### src/sv/sirdig_pkg.sv
// Package: shared types and constants for the radix digit converter.
`timescale 1ns / 1ps
package sirdig_pkg;
    localparam int DIGIT_W = 4;
    localparam int RADIX_W = 5;
    localparam int SYM_W   = 64;
    localparam int CHAR_W  = 8;
    localparam int IDX_W   = 2;

    localparam logic [CHAR_W-1:0]  MINUS_CHAR        = 8'h2D;
    localparam logic [RADIX_W-1:0] RADIX_RESET       = 5'd10;
    localparam logic [SYM_W-1:0]   SYMBOLS_LOW_RESET  = 64'h3736353433323130;
    localparam logic [SYM_W-1:0]   SYMBOLS_HIGH_RESET = 64'h4645444342413938;

    localparam logic [IDX_W-1:0] CFG_RADIX     = 2'd0;
    localparam logic [IDX_W-1:0] CFG_SYM_LOW   = 2'd1;
    localparam logic [IDX_W-1:0] CFG_SYM_HIGH  = 2'd2;

    typedef enum logic [1:0] {
        S_IDLE,
        S_CONV,
        S_SIGN,
        S_EMIT
    } t_state;

    typedef struct packed {
        logic clr;
        logic shift;
    } t_cell_ctl;
endpackage

### src/sv/sirdig_cell.sv
// Digit cell: one radix digit, doubles and adds a carry, shifts for readout.
`timescale 1ns / 1ps
module sirdig_cell (
    input  logic                              i_clk,
    input  logic                              i_rst_n,
    input  sirdig_pkg::t_cell_ctl             i_ctl,
    input  logic [sirdig_pkg::RADIX_W-1:0]    i_radix,
    input  logic                              i_step,
    input  logic                              i_carry,
    input  logic [sirdig_pkg::DIGIT_W-1:0]    i_digit,
    output logic                              o_step,
    output logic                              o_carry,
    output logic [sirdig_pkg::DIGIT_W-1:0]    o_digit
);
    logic [sirdig_pkg::DIGIT_W-1:0] r_digit, n_digit;
    logic                           r_carry, n_carry;
    logic                           r_step;
    logic [sirdig_pkg::RADIX_W-1:0] t_sum;

    always_comb begin
        t_sum   = {r_digit, i_carry};
        n_digit = r_digit;
        n_carry = r_carry;
        if (i_ctl.clr) begin
            n_digit = '0;
            n_carry = 1'b0;
        end else if (i_ctl.shift) begin
            n_digit = i_digit;
        end else if (i_step) begin
            if (t_sum >= i_radix) begin
                n_digit = sirdig_pkg::DIGIT_W'(t_sum - i_radix);
                n_carry = 1'b1;
            end else begin
                n_digit = sirdig_pkg::DIGIT_W'(t_sum);
                n_carry = 1'b0;
            end
        end
    end

    always_ff @(posedge i_clk) begin
        if (!i_rst_n) begin
            r_step <= 1'b0;
        end else begin
            r_step <= i_step & ~i_ctl.clr;
        end
        r_digit <= n_digit;
        r_carry <= n_carry;
    end

    assign o_step  = r_step;
    assign o_carry = r_carry;
    assign o_digit = r_digit;
endmodule

### src/sv/signed_int_to_radix_digits_unit.sv
// Top level: signed integer to radix text, one character per output item.
//
//  channel | direction | handshake                  | payload
//  in      | to block  | i_in_valid / o_in_ready    | i_value
//  out     | from block| o_out_valid / i_out_ready  | o_out_char, o_is_last
//  cfg     | to block  | i_cfg_we                   | i_cfg_idx, i_cfg_wdata
//
// An item is taken in idle, then the cell row converts it (bits enter cell 0
// MSB first, carries move one cell per cycle), a minus sign follows if
// negative, then the digits are shifted out, leading zeros dropped.
// Reset is synchronous and restores radix 10 and symbols "0123456789ABCDEF".
// A stalled output holds the readout; the next item is taken once the last
// character is loaded.
`timescale 1ns / 1ps
module signed_int_to_radix_digits_unit #(
    parameter int MAX_RADIX  = 16,
    parameter int VALUE_BITS = 32
) (
    input  logic                                i_clk,
    input  logic                                i_rst_n,
    input  logic                                i_in_valid,
    output logic                                o_in_ready,
    input  logic signed [VALUE_BITS-1:0]        i_value,
    output logic                                o_out_valid,
    input  logic                                i_out_ready,
    output logic [sirdig_pkg::CHAR_W-1:0]       o_out_char,
    output logic                                o_is_last,
    input  logic                                i_cfg_we,
    input  logic [sirdig_pkg::IDX_W-1:0]        i_cfg_idx,
    input  logic [sirdig_pkg::SYM_W-1:0]        i_cfg_wdata
);
    localparam int N     = VALUE_BITS;
    localparam int CNT_W = $clog2(2 * N + 1);
    localparam logic [sirdig_pkg::RADIX_W-1:0] RMAX = sirdig_pkg::RADIX_W'(MAX_RADIX);

    sirdig_pkg::t_state r_state, n_state;
    logic [sirdig_pkg::RADIX_W-1:0] r_radix;
    logic [sirdig_pkg::SYM_W-1:0]   r_sym_lo, r_sym_hi;
    logic [N-1:0]                   r_mag, n_mag;
    logic                           r_neg, n_neg;
    logic [CNT_W-1:0]               r_cnt, n_cnt;
    logic                           r_started, n_started;
    logic                           r_ovld, n_ovld;
    logic [sirdig_pkg::CHAR_W-1:0]  r_ochar, n_ochar;
    logic                           r_olast, n_olast;
    logic [sirdig_pkg::RADIX_W-1:0] eff_radix;
    sirdig_pkg::t_cell_ctl          ctl;
    logic                           feed;
    logic                           out_free;
    logic [2*sirdig_pkg::SYM_W-1:0] sym_all;
    logic [sirdig_pkg::DIGIT_W-1:0] top_digit;

    logic                           step_c  [N+1];
    logic                           carry_c [N+1];
    logic [sirdig_pkg::DIGIT_W-1:0] digit_c [N+1];

    always_comb begin
        if (r_radix < 5'd2) eff_radix = 5'd2;
        else if (r_radix > RMAX) eff_radix = RMAX;
        else eff_radix = r_radix;
    end

    assign sym_all   = {r_sym_hi, r_sym_lo};
    assign top_digit = digit_c[N];
    assign out_free  = ~r_ovld | i_out_ready;
    assign step_c[0]  = feed;
    assign carry_c[0] = r_mag[N-1];
    assign digit_c[0] = '0;

    for (genvar g = 0; g < N; g++) begin : g_cell
        sirdig_cell u_cell (
            .i_clk   (i_clk),
            .i_rst_n (i_rst_n),
            .i_ctl   (ctl),
            .i_radix (eff_radix),
            .i_step  (step_c[g]),
            .i_carry (carry_c[g]),
            .i_digit (digit_c[g]),
            .o_step  (step_c[g+1]),
            .o_carry (carry_c[g+1]),
            .o_digit (digit_c[g+1])
        );
    end

    always_comb begin
        n_state   = r_state;
        n_mag     = r_mag;
        n_neg     = r_neg;
        n_cnt     = r_cnt;
        n_started = r_started;
        n_ovld    = r_ovld & ~i_out_ready;
        n_ochar   = r_ochar;
        n_olast   = r_olast;
        ctl.clr   = 1'b0;
        ctl.shift = 1'b0;
        feed      = 1'b0;
        o_in_ready = 1'b0;
        unique case (r_state)
            sirdig_pkg::S_IDLE: begin
                o_in_ready = 1'b1;
                if (i_in_valid) begin
                    n_neg     = i_value[N-1];
                    n_mag     = i_value[N-1] ? (~i_value + 1'b1) : i_value;
                    n_cnt     = '0;
                    n_started = 1'b0;
                    ctl.clr   = 1'b1;
                    n_state   = sirdig_pkg::S_CONV;
                end
            end
            sirdig_pkg::S_CONV: begin
                feed  = (r_cnt < CNT_W'(N));
                if (feed) n_mag = r_mag << 1;
                n_cnt = r_cnt + 1'b1;
                if (r_cnt == CNT_W'(2 * N - 1)) begin
                    n_cnt   = '0;
                    n_state = r_neg ? sirdig_pkg::S_SIGN : sirdig_pkg::S_EMIT;
                end
            end
            sirdig_pkg::S_SIGN: begin
                if (out_free) begin
                    n_ovld  = 1'b1;
                    n_ochar = sirdig_pkg::MINUS_CHAR;
                    n_olast = 1'b0;
                    n_state = sirdig_pkg::S_EMIT;
                end
            end
            sirdig_pkg::S_EMIT: begin
                if (out_free) begin
                    ctl.shift = 1'b1;
                    n_cnt     = r_cnt + 1'b1;
                    if (r_started || top_digit != '0 || r_cnt == CNT_W'(N - 1)) begin
                        n_started = 1'b1;
                        n_ovld    = 1'b1;
                        n_ochar   = sym_all[top_digit * sirdig_pkg::CHAR_W +: sirdig_pkg::CHAR_W];
                        n_olast   = (r_cnt == CNT_W'(N - 1));
                    end
                    if (r_cnt == CNT_W'(N - 1)) n_state = sirdig_pkg::S_IDLE;
                end
            end
            default: n_state = sirdig_pkg::S_IDLE;
        endcase
    end

    always_ff @(posedge i_clk) begin
        if (!i_rst_n) begin
            r_state  <= sirdig_pkg::S_IDLE;
            r_ovld   <= 1'b0;
            r_radix  <= sirdig_pkg::RADIX_RESET;
            r_sym_lo <= sirdig_pkg::SYMBOLS_LOW_RESET;
            r_sym_hi <= sirdig_pkg::SYMBOLS_HIGH_RESET;
        end else begin
            r_state <= n_state;
            r_ovld  <= n_ovld;
            if (i_cfg_we) begin
                unique case (i_cfg_idx)
                    sirdig_pkg::CFG_RADIX:    r_radix  <= i_cfg_wdata[sirdig_pkg::RADIX_W-1:0];
                    sirdig_pkg::CFG_SYM_LOW:  r_sym_lo <= i_cfg_wdata;
                    sirdig_pkg::CFG_SYM_HIGH: r_sym_hi <= i_cfg_wdata;
                    default: ;
                endcase
            end
        end
        r_mag     <= n_mag;
        r_neg     <= n_neg;
        r_cnt     <= n_cnt;
        r_started <= n_started;
        r_ochar   <= n_ochar;
        r_olast   <= n_olast;
    end

    assign o_out_valid = r_ovld;
    assign o_out_char  = r_ochar;
    assign o_is_last   = r_olast;
endmodule

### config.mk
export PLATFORM = sky130hd
export DESIGN_NAME = signed_int_to_radix_digits_unit
export DESIGN_NICKNAME = d
export VERILOG_FILES = /design/src/sv/sirdig_pkg.sv /design/src/sv/sirdig_cell.sv /design/src/sv/signed_int_to_radix_digits_unit.sv
export SDC_FILE = /design/constraint.sdc
export NUM_CORES = 1
export LEC_CHECK = 0
export BUFFER_PORTS_ARGS = -buffer_cell sky130_fd_sc_hd__buf_4
export CAP_MARGIN = 10
export CORE_ASPECT_RATIO = 1.4
export CORE_MARGIN = 4
export CORE_UTILIZATION = 62
export CTS_CLUSTER_SIZE = 20
export DETAILED_ROUTE_END_ITERATION = 8
export GPL_ROUTABILITY_DRIVEN = 1
export GPL_TIMING_DRIVEN = 0
export PLACE_DENSITY = 0.77
export SLEW_MARGIN = 20
export SYNTH_ARGS = -nofsm -noshare
export SYNTH_HDL_FRONTEND = slang
export SYNTH_SLANG_ARGS = --single-unit
### constraint.sdc
create_clock -name i_clk -period 3.7 [get_ports i_clk]
set_input_delay 0.185 -clock i_clk [delete_from_list [all_inputs] [get_ports i_clk]]
set_output_delay 0.185 -clock i_clk [all_outputs]
set_load 0.1 [all_outputs]
Word-level counts from Yosys, hierarchy flattened --
Cells that the tools add are included.
Word-level totals: word-level logic and storage cells 472, flip-flop bits (word level) 376, output and inout port bits 11, bits of input ports 103
Cells by class: multiplexer cells 164, reduce and logical (&&, ||, !) cells 81, magnitude comparators 35, $add $sub $neg 34, shifts and indexed selects 1, equality and inequality tests 14, bitwise gates (word level) 38
Operators by type and width (count):
- $mux W4 | 94
- $ge A5 B5 Y1 | 32
- $shiftx A128 B8 Y8 | 1
- $sub A4 B4 Y4 | 32
- $mux W32 | 3
- $reduce_and A2 Y1 | 35
- $reduce_bool A2 Y1 | 34
- $pmux W32 S2 | 1
- $mux W1 | 47
- $add A32 B1 Y32 const B | 1
- $and A1 B1 Y1 | 32
- $not A32 Y32 | 1
- $mux W8 | 3
- $mux W7 | 3
- $pmux W7 S3 | 1
- $pmux W8 S2 | 1
- $ne A2 B2 Y1 const B | 7
- $mux W2 | 5
- $mux W5 | 2
- $pmux W2 S4 | 1
- $reduce_and A4 Y1 | 2
- $add A7 B1 Y7 const B | 1
- $eq A7 B5 Y1 const B | 1
- $eq A7 B6 Y1 const B | 1
- other kinds (15) | 26

Logic depth before layout (Yosys ltp) --
depth in word-level cells 7, gate-level depth with buffers 10, gate-level depth less buffers 10

By module --
From an unflattened synthesis, not the netlist that was laid out.
Second synthesis, totals: cells, all modules 2778, area, all modules 24315.8 um^2
By module, submodules not included:
- sirdig_cell | area each 476.7 um^2, seq. area each 120.1 um^2, instances 32, cells each 56
- signed_int_to_radix_digits_unit | area each 9061.2 um^2, seq. area each 4224.1 um^2, instances 1, cells each 986

Worst setup path after synthesis --
Ideal clock, no wire load.
kind reg2reg, from reg r_state[0], to reg r_mag[0] (enable), path buffers 0, setup slack 262 ps, library setup time 432 ps, data arrival time 3006 ps, clock period less this slack 3438 ps, data required time 3268 ps, cell stages (with the launch flop) 5, path through dfxtp_1 inv_1 ha_1 nand2b_1 a21oi_1
On the way: longest elaborated chain between the ends 3, elaborated cells on any way between the ends 6, those cells by class eq/ne: 3; reduce/logical: 3
RTL lines:
- start: declaration | line signed_int_to_radix_digits_unit.sv:36 | sirdig_pkg::t_state r_state, n_state;
- start signal: assignment | line signed_int_to_radix_digits_unit.sv:146 | r_state <= sirdig_pkg::S_IDLE;
- start signal: assignment | line signed_int_to_radix_digits_unit.sv:152 | r_state <= n_state;
- $eq A2 B1 Y1 / $logic_not A2 Y1 (equally long branches) | line signed_int_to_radix_digits_unit.sv:98 | unique case (r_state)
- $ne A2 B2 Y1 (no line) / $reduce_bool A2 Y1 (equally long branches)
- $reduce_and A3 Y1 (no line) *
- end signal: assignment | line signed_int_to_radix_digits_unit.sv:163 | r_mag <= n_mag;
- end: declaration | line signed_int_to_radix_digits_unit.sv:39 | logic [N-1:0] r_mag, n_mag;
Mark *: on every way between the ends. The rest lies on a longest branch, timed or not. A chain may end at the register's enable or synchronous reset.

Final worst setup path --
from reg r_radix[4] (netlist bit), to reg g_cell[16].u_cell.r_digit (netlist bit g_cell[16].u_cell.o_digit[0])
On the way: longest elaborated chain between the ends 7, elaborated cells on any way between the ends 9, those cells by class add/sub: 1; order compare: 3; mux: 5
RTL lines:
- start: declaration | line signed_int_to_radix_digits_unit.sv:37 | logic [sirdig_pkg::RADIX_W-1:0] r_radix;
- start signal: assignment | line signed_int_to_radix_digits_unit.sv:148 | r_radix <= sirdig_pkg::RADIX_RESET;
- start signal: assignment | line signed_int_to_radix_digits_unit.sv:156 | sirdig_pkg::CFG_RADIX: r_radix <= i_cfg_wdata[sirdig_pkg::RADIX_W-1:0];
- $gt A5 B5 Y1 | line signed_int_to_radix_digits_unit.sv:59 | else if (r_radix > RMAX) eff_radix = RMAX;
- $mux W5 | line signed_int_to_radix_digits_unit.sv:59
- $mux W5 * | line signed_int_to_radix_digits_unit.sv:58 | if (r_radix < 5'd2) eff_radix = 5'd2;
- $sub A4 B4 Y4 / $ge A5 B5 Y1 (equally long branches) | line sirdig_cell.sv:31, sirdig_cell.sv:30
- $mux W4 * | line sirdig_cell.sv:30 | if (t_sum >= i_radix) begin
- $mux W4 * | line sirdig_cell.sv:29 | end else if (i_step) begin
- $mux W4 * | line sirdig_cell.sv:27 | end else if (i_ctl.shift) begin
- end signal: assignment | line sirdig_cell.sv:46 | r_digit <= n_digit;
- end: declaration | line sirdig_cell.sv:15 | logic [sirdig_pkg::DIGIT_W-1:0] r_digit, n_digit;
Mark *: on every way between the ends. The rest lies on a longest branch, timed or not. The select of a mux whose other input is x is not followed.

==> metrics.txt <==
WHS Path Cells 3; Final Hold Fails 0; nets@finish 2,914; Post-Synthesis Cells 2,389; cts bufs inserted 39; Tmin final 3.39 ns; Worst path slowest cell o311a_2; PnR worst setup slack 0.311 ns; Core Util, Final 0.731; Congestion Overflow GR 0; die area 38,700 um^2; Slew headroom 0.296; H-Tree Depth 2; Setup TNS Final 0 ns; clock buffer depth 3; DRT Wirelength 68.0 mm; number of warnings issued by yosys 0; Layout area overhead 16.4%; Reg-to-Reg End g_cell[16].u_cell.o_digit[0]; maximum VDD drop 0.443 mV; first-pass GRT wire length 108 mm; Min-Delay Endpoint r_mag[23]; Die H 231 um; Syn Nets 2,690; Final Cycle Share 0.916; vias in the first global route 20,369; pins over their slew limit 0; row count 81; mapped cell area 22,000 um^2; Die W 167 um; hold crit path type in2reg; Initial Util 0.628; status finished clean; Crit path max-delay family compound AO/OA/AOI/OAI gates; Post-CTS Setup Bufs 0; vias 20,065; CP Buf/Inv Count 3; Routed met3 length 4.91 mm; Setup WS pre-CTS 0.381 ns; HP Start i_value[23]; initial drt markers 1,845; #FFs+latches synth 376; worst path cell trace inv_2 > buf_16 > o311a_2 > buf_16 > ha_1 > nand2b_1 > a31oi_1 > o21ai_1 > mux2_2 > o22ai_1; DPL Wire Length 47.7 mm; WL/cell 21.9 um; share of layout cells above drive strength 1 0.107; routability cong. 0.945; Async SR Flop Fraction 0; sequential-to-total area share from yosys stat 0.364; RSZ-0062 raised after global routing false; type of the worst setup path reg2reg; final setup vio count 0; Distinct cells, synth 60; port buffer count 112; First-pass DRT Iterations 9; path depth of the worst reg2reg path 10; IO Count 114; syn_area_per_cell 9.22 um^2; CP Data Required Time 4.15 ns; clk slew on worst S/H paths 0.06 ns; CTS root buf clkbuf_16; Pleak 9.58 nW; EDFF count, synth 50; leading cell type in the layout, fill and taps excluded nand2_1; residual DRC count 0; pwr dens 469 nW/um^2; Main synth FF type dfxtp_1; nature of the critical path endpoint register; CP max stage delay 0.65 ns; Setup Skew 0.0190 ns; Worst-Margin Slew 1.05 ns; core area 35,100 um^2; critical path arrival 3.84 ns; Most common cell on crit path buf_16; Max-cap violations 0; Max Freq 0.295 GHz; clk_lat worst skew 0.55 ns; largest net degree at the start of global routing 36; RR Startpoint r_radix[4]; Max FO, Critical Path 20; total power 0.0120 W; top routing layer used met4; initial antenna violation count 0; TritonCTS clock tree yes; R2R setup slack 0.31 ns; clock sink count 376; Min Hold Slack 0.0323 ns; commonest non-fill, non-tap cells in the layout nand2_1, dfxtp_1, ha_1, a21oi_1, o22ai_1; GRT Util Overall 0.344; met2 WL 33.5 mm; vias per cell 6.47; post-route ant nets 0; startpoint type of the worst setup path register; wl on met1 25.0 mm
-- synth_stat cells (50+ instances only) --
library cell / number / area share
nor2_1: 52 / 0.0089
edfxtp_1: 50 / 0.068
nor3b_1: 124 / 0.042
mux2i_1: 109 / 0.050
ha_1: 166 / 0.094
a31oi_1: 64 / 0.018
dfxtp_1: 326 / 0.30
nand2_1: 390 / 0.066
a21boi_0: 78 / 0.027
inv_1: 75 / 0.013
xor2_1: 55 / 0.022
o22ai_1: 128 / 0.036
a21oi_1: 163 / 0.037
clkbuf_1: 108 / 0.018
nand3_1: 58 / 0.013
-- repair_timing --
| item | in CTS | in global routing |
|---|---|---|
| resized for setup | 0 | 0 |
| endpoints found under the hold margin | 135 | 0 |
| hold buffers | 66 | 0 |
-- cell type report --
type	instances	area, um^2
clock inverter	19	235
sequential	376	8030
antenna	1	2.50
clock buffer	52	1140
multi-input combinational	1815	13300
inverter	75	284
buffer	123	502
timing repair buffer	183	1630
fill	2627	9430
tap	456	571
-- power by group --
group | internal, W | switching, W
clock network | 0.00252 | 0.00172
logic | 0.000869 | 0.00207
registers | 0.00466 | 0.000178
total | 0.00805 | 0.00397
-- flip-flops by register name, indices dropped and copies added, names as in the netlist --
register               cells
g_cell.u_cell.o_digit    128
g_cell.u_cell.o_carry     31
o_is_last                  1
r_sym_hi                  64
r_radix                    5
o_out_valid                1
r_sym_lo                  64
o_out_char                 8
r_state                    2
r_mag                     32
r_neg                      1
r_started                  1
g_cell.u_cell.o_step      31
r_cnt                      7
-- logic make-up (layout without fill, tap and decap cells) --
family	after synthesis	in the layout	synth area share
and+or+nand+nor	749	749	0.168
xor gates and xnor gates	95	95	0.0378
AOI/OAI and AO/OA	592	592	0.166
muxes	181	181	0.105
other	0	1	0
DFF	376	376	0.364
buffers and inverters	198	452	0.0355
adders and majority gates	198	198	0.123
-- how the worst max path moves through the flow --
stage	cells past startpoint	end	startpoint
3_5_place_dp	10	g_cell[0].u_cell.o_digit[0]	r_radix[4]
3_3_place_gp	8	g_cell[28].u_cell.o_digit[0]	r_radix[4]
6_report	10	g_cell[16].u_cell.o_digit[0]	r_radix[4]
2_1_floorplan	4	r_mag[0]	r_state[0]
5_1_grt	10	g_cell[0].u_cell.o_digit[0]	r_radix[4]
4_1_cts	10	g_cell[0].u_cell.o_digit[0]	r_radix[4]
-- metal layers --
layer | vias to the layer above | track usage
li1 | 9137 | -
met3 | 295 | 0.0534
met2 | 1016 | 0.603
met1 | 9617 | 0.396
met5 | - | 0
met4 | 0 | 0.206
-- through the flow --
step,std cells,instance area (um^2)
5_1_grt,3099,25600
3_3_place_gp,2957,23400
4_1_cts,3099,25600
6_report,3100,25600
2_1_floorplan,2389,22000
3_5_place_dp,2962,23600
-- worst min-delay path, cell delays in order --
cell	delay, ns
buf_4	0.10
xor2_1	0.06
o21ai_0	0.13
(Power assumes the default switching activity.)
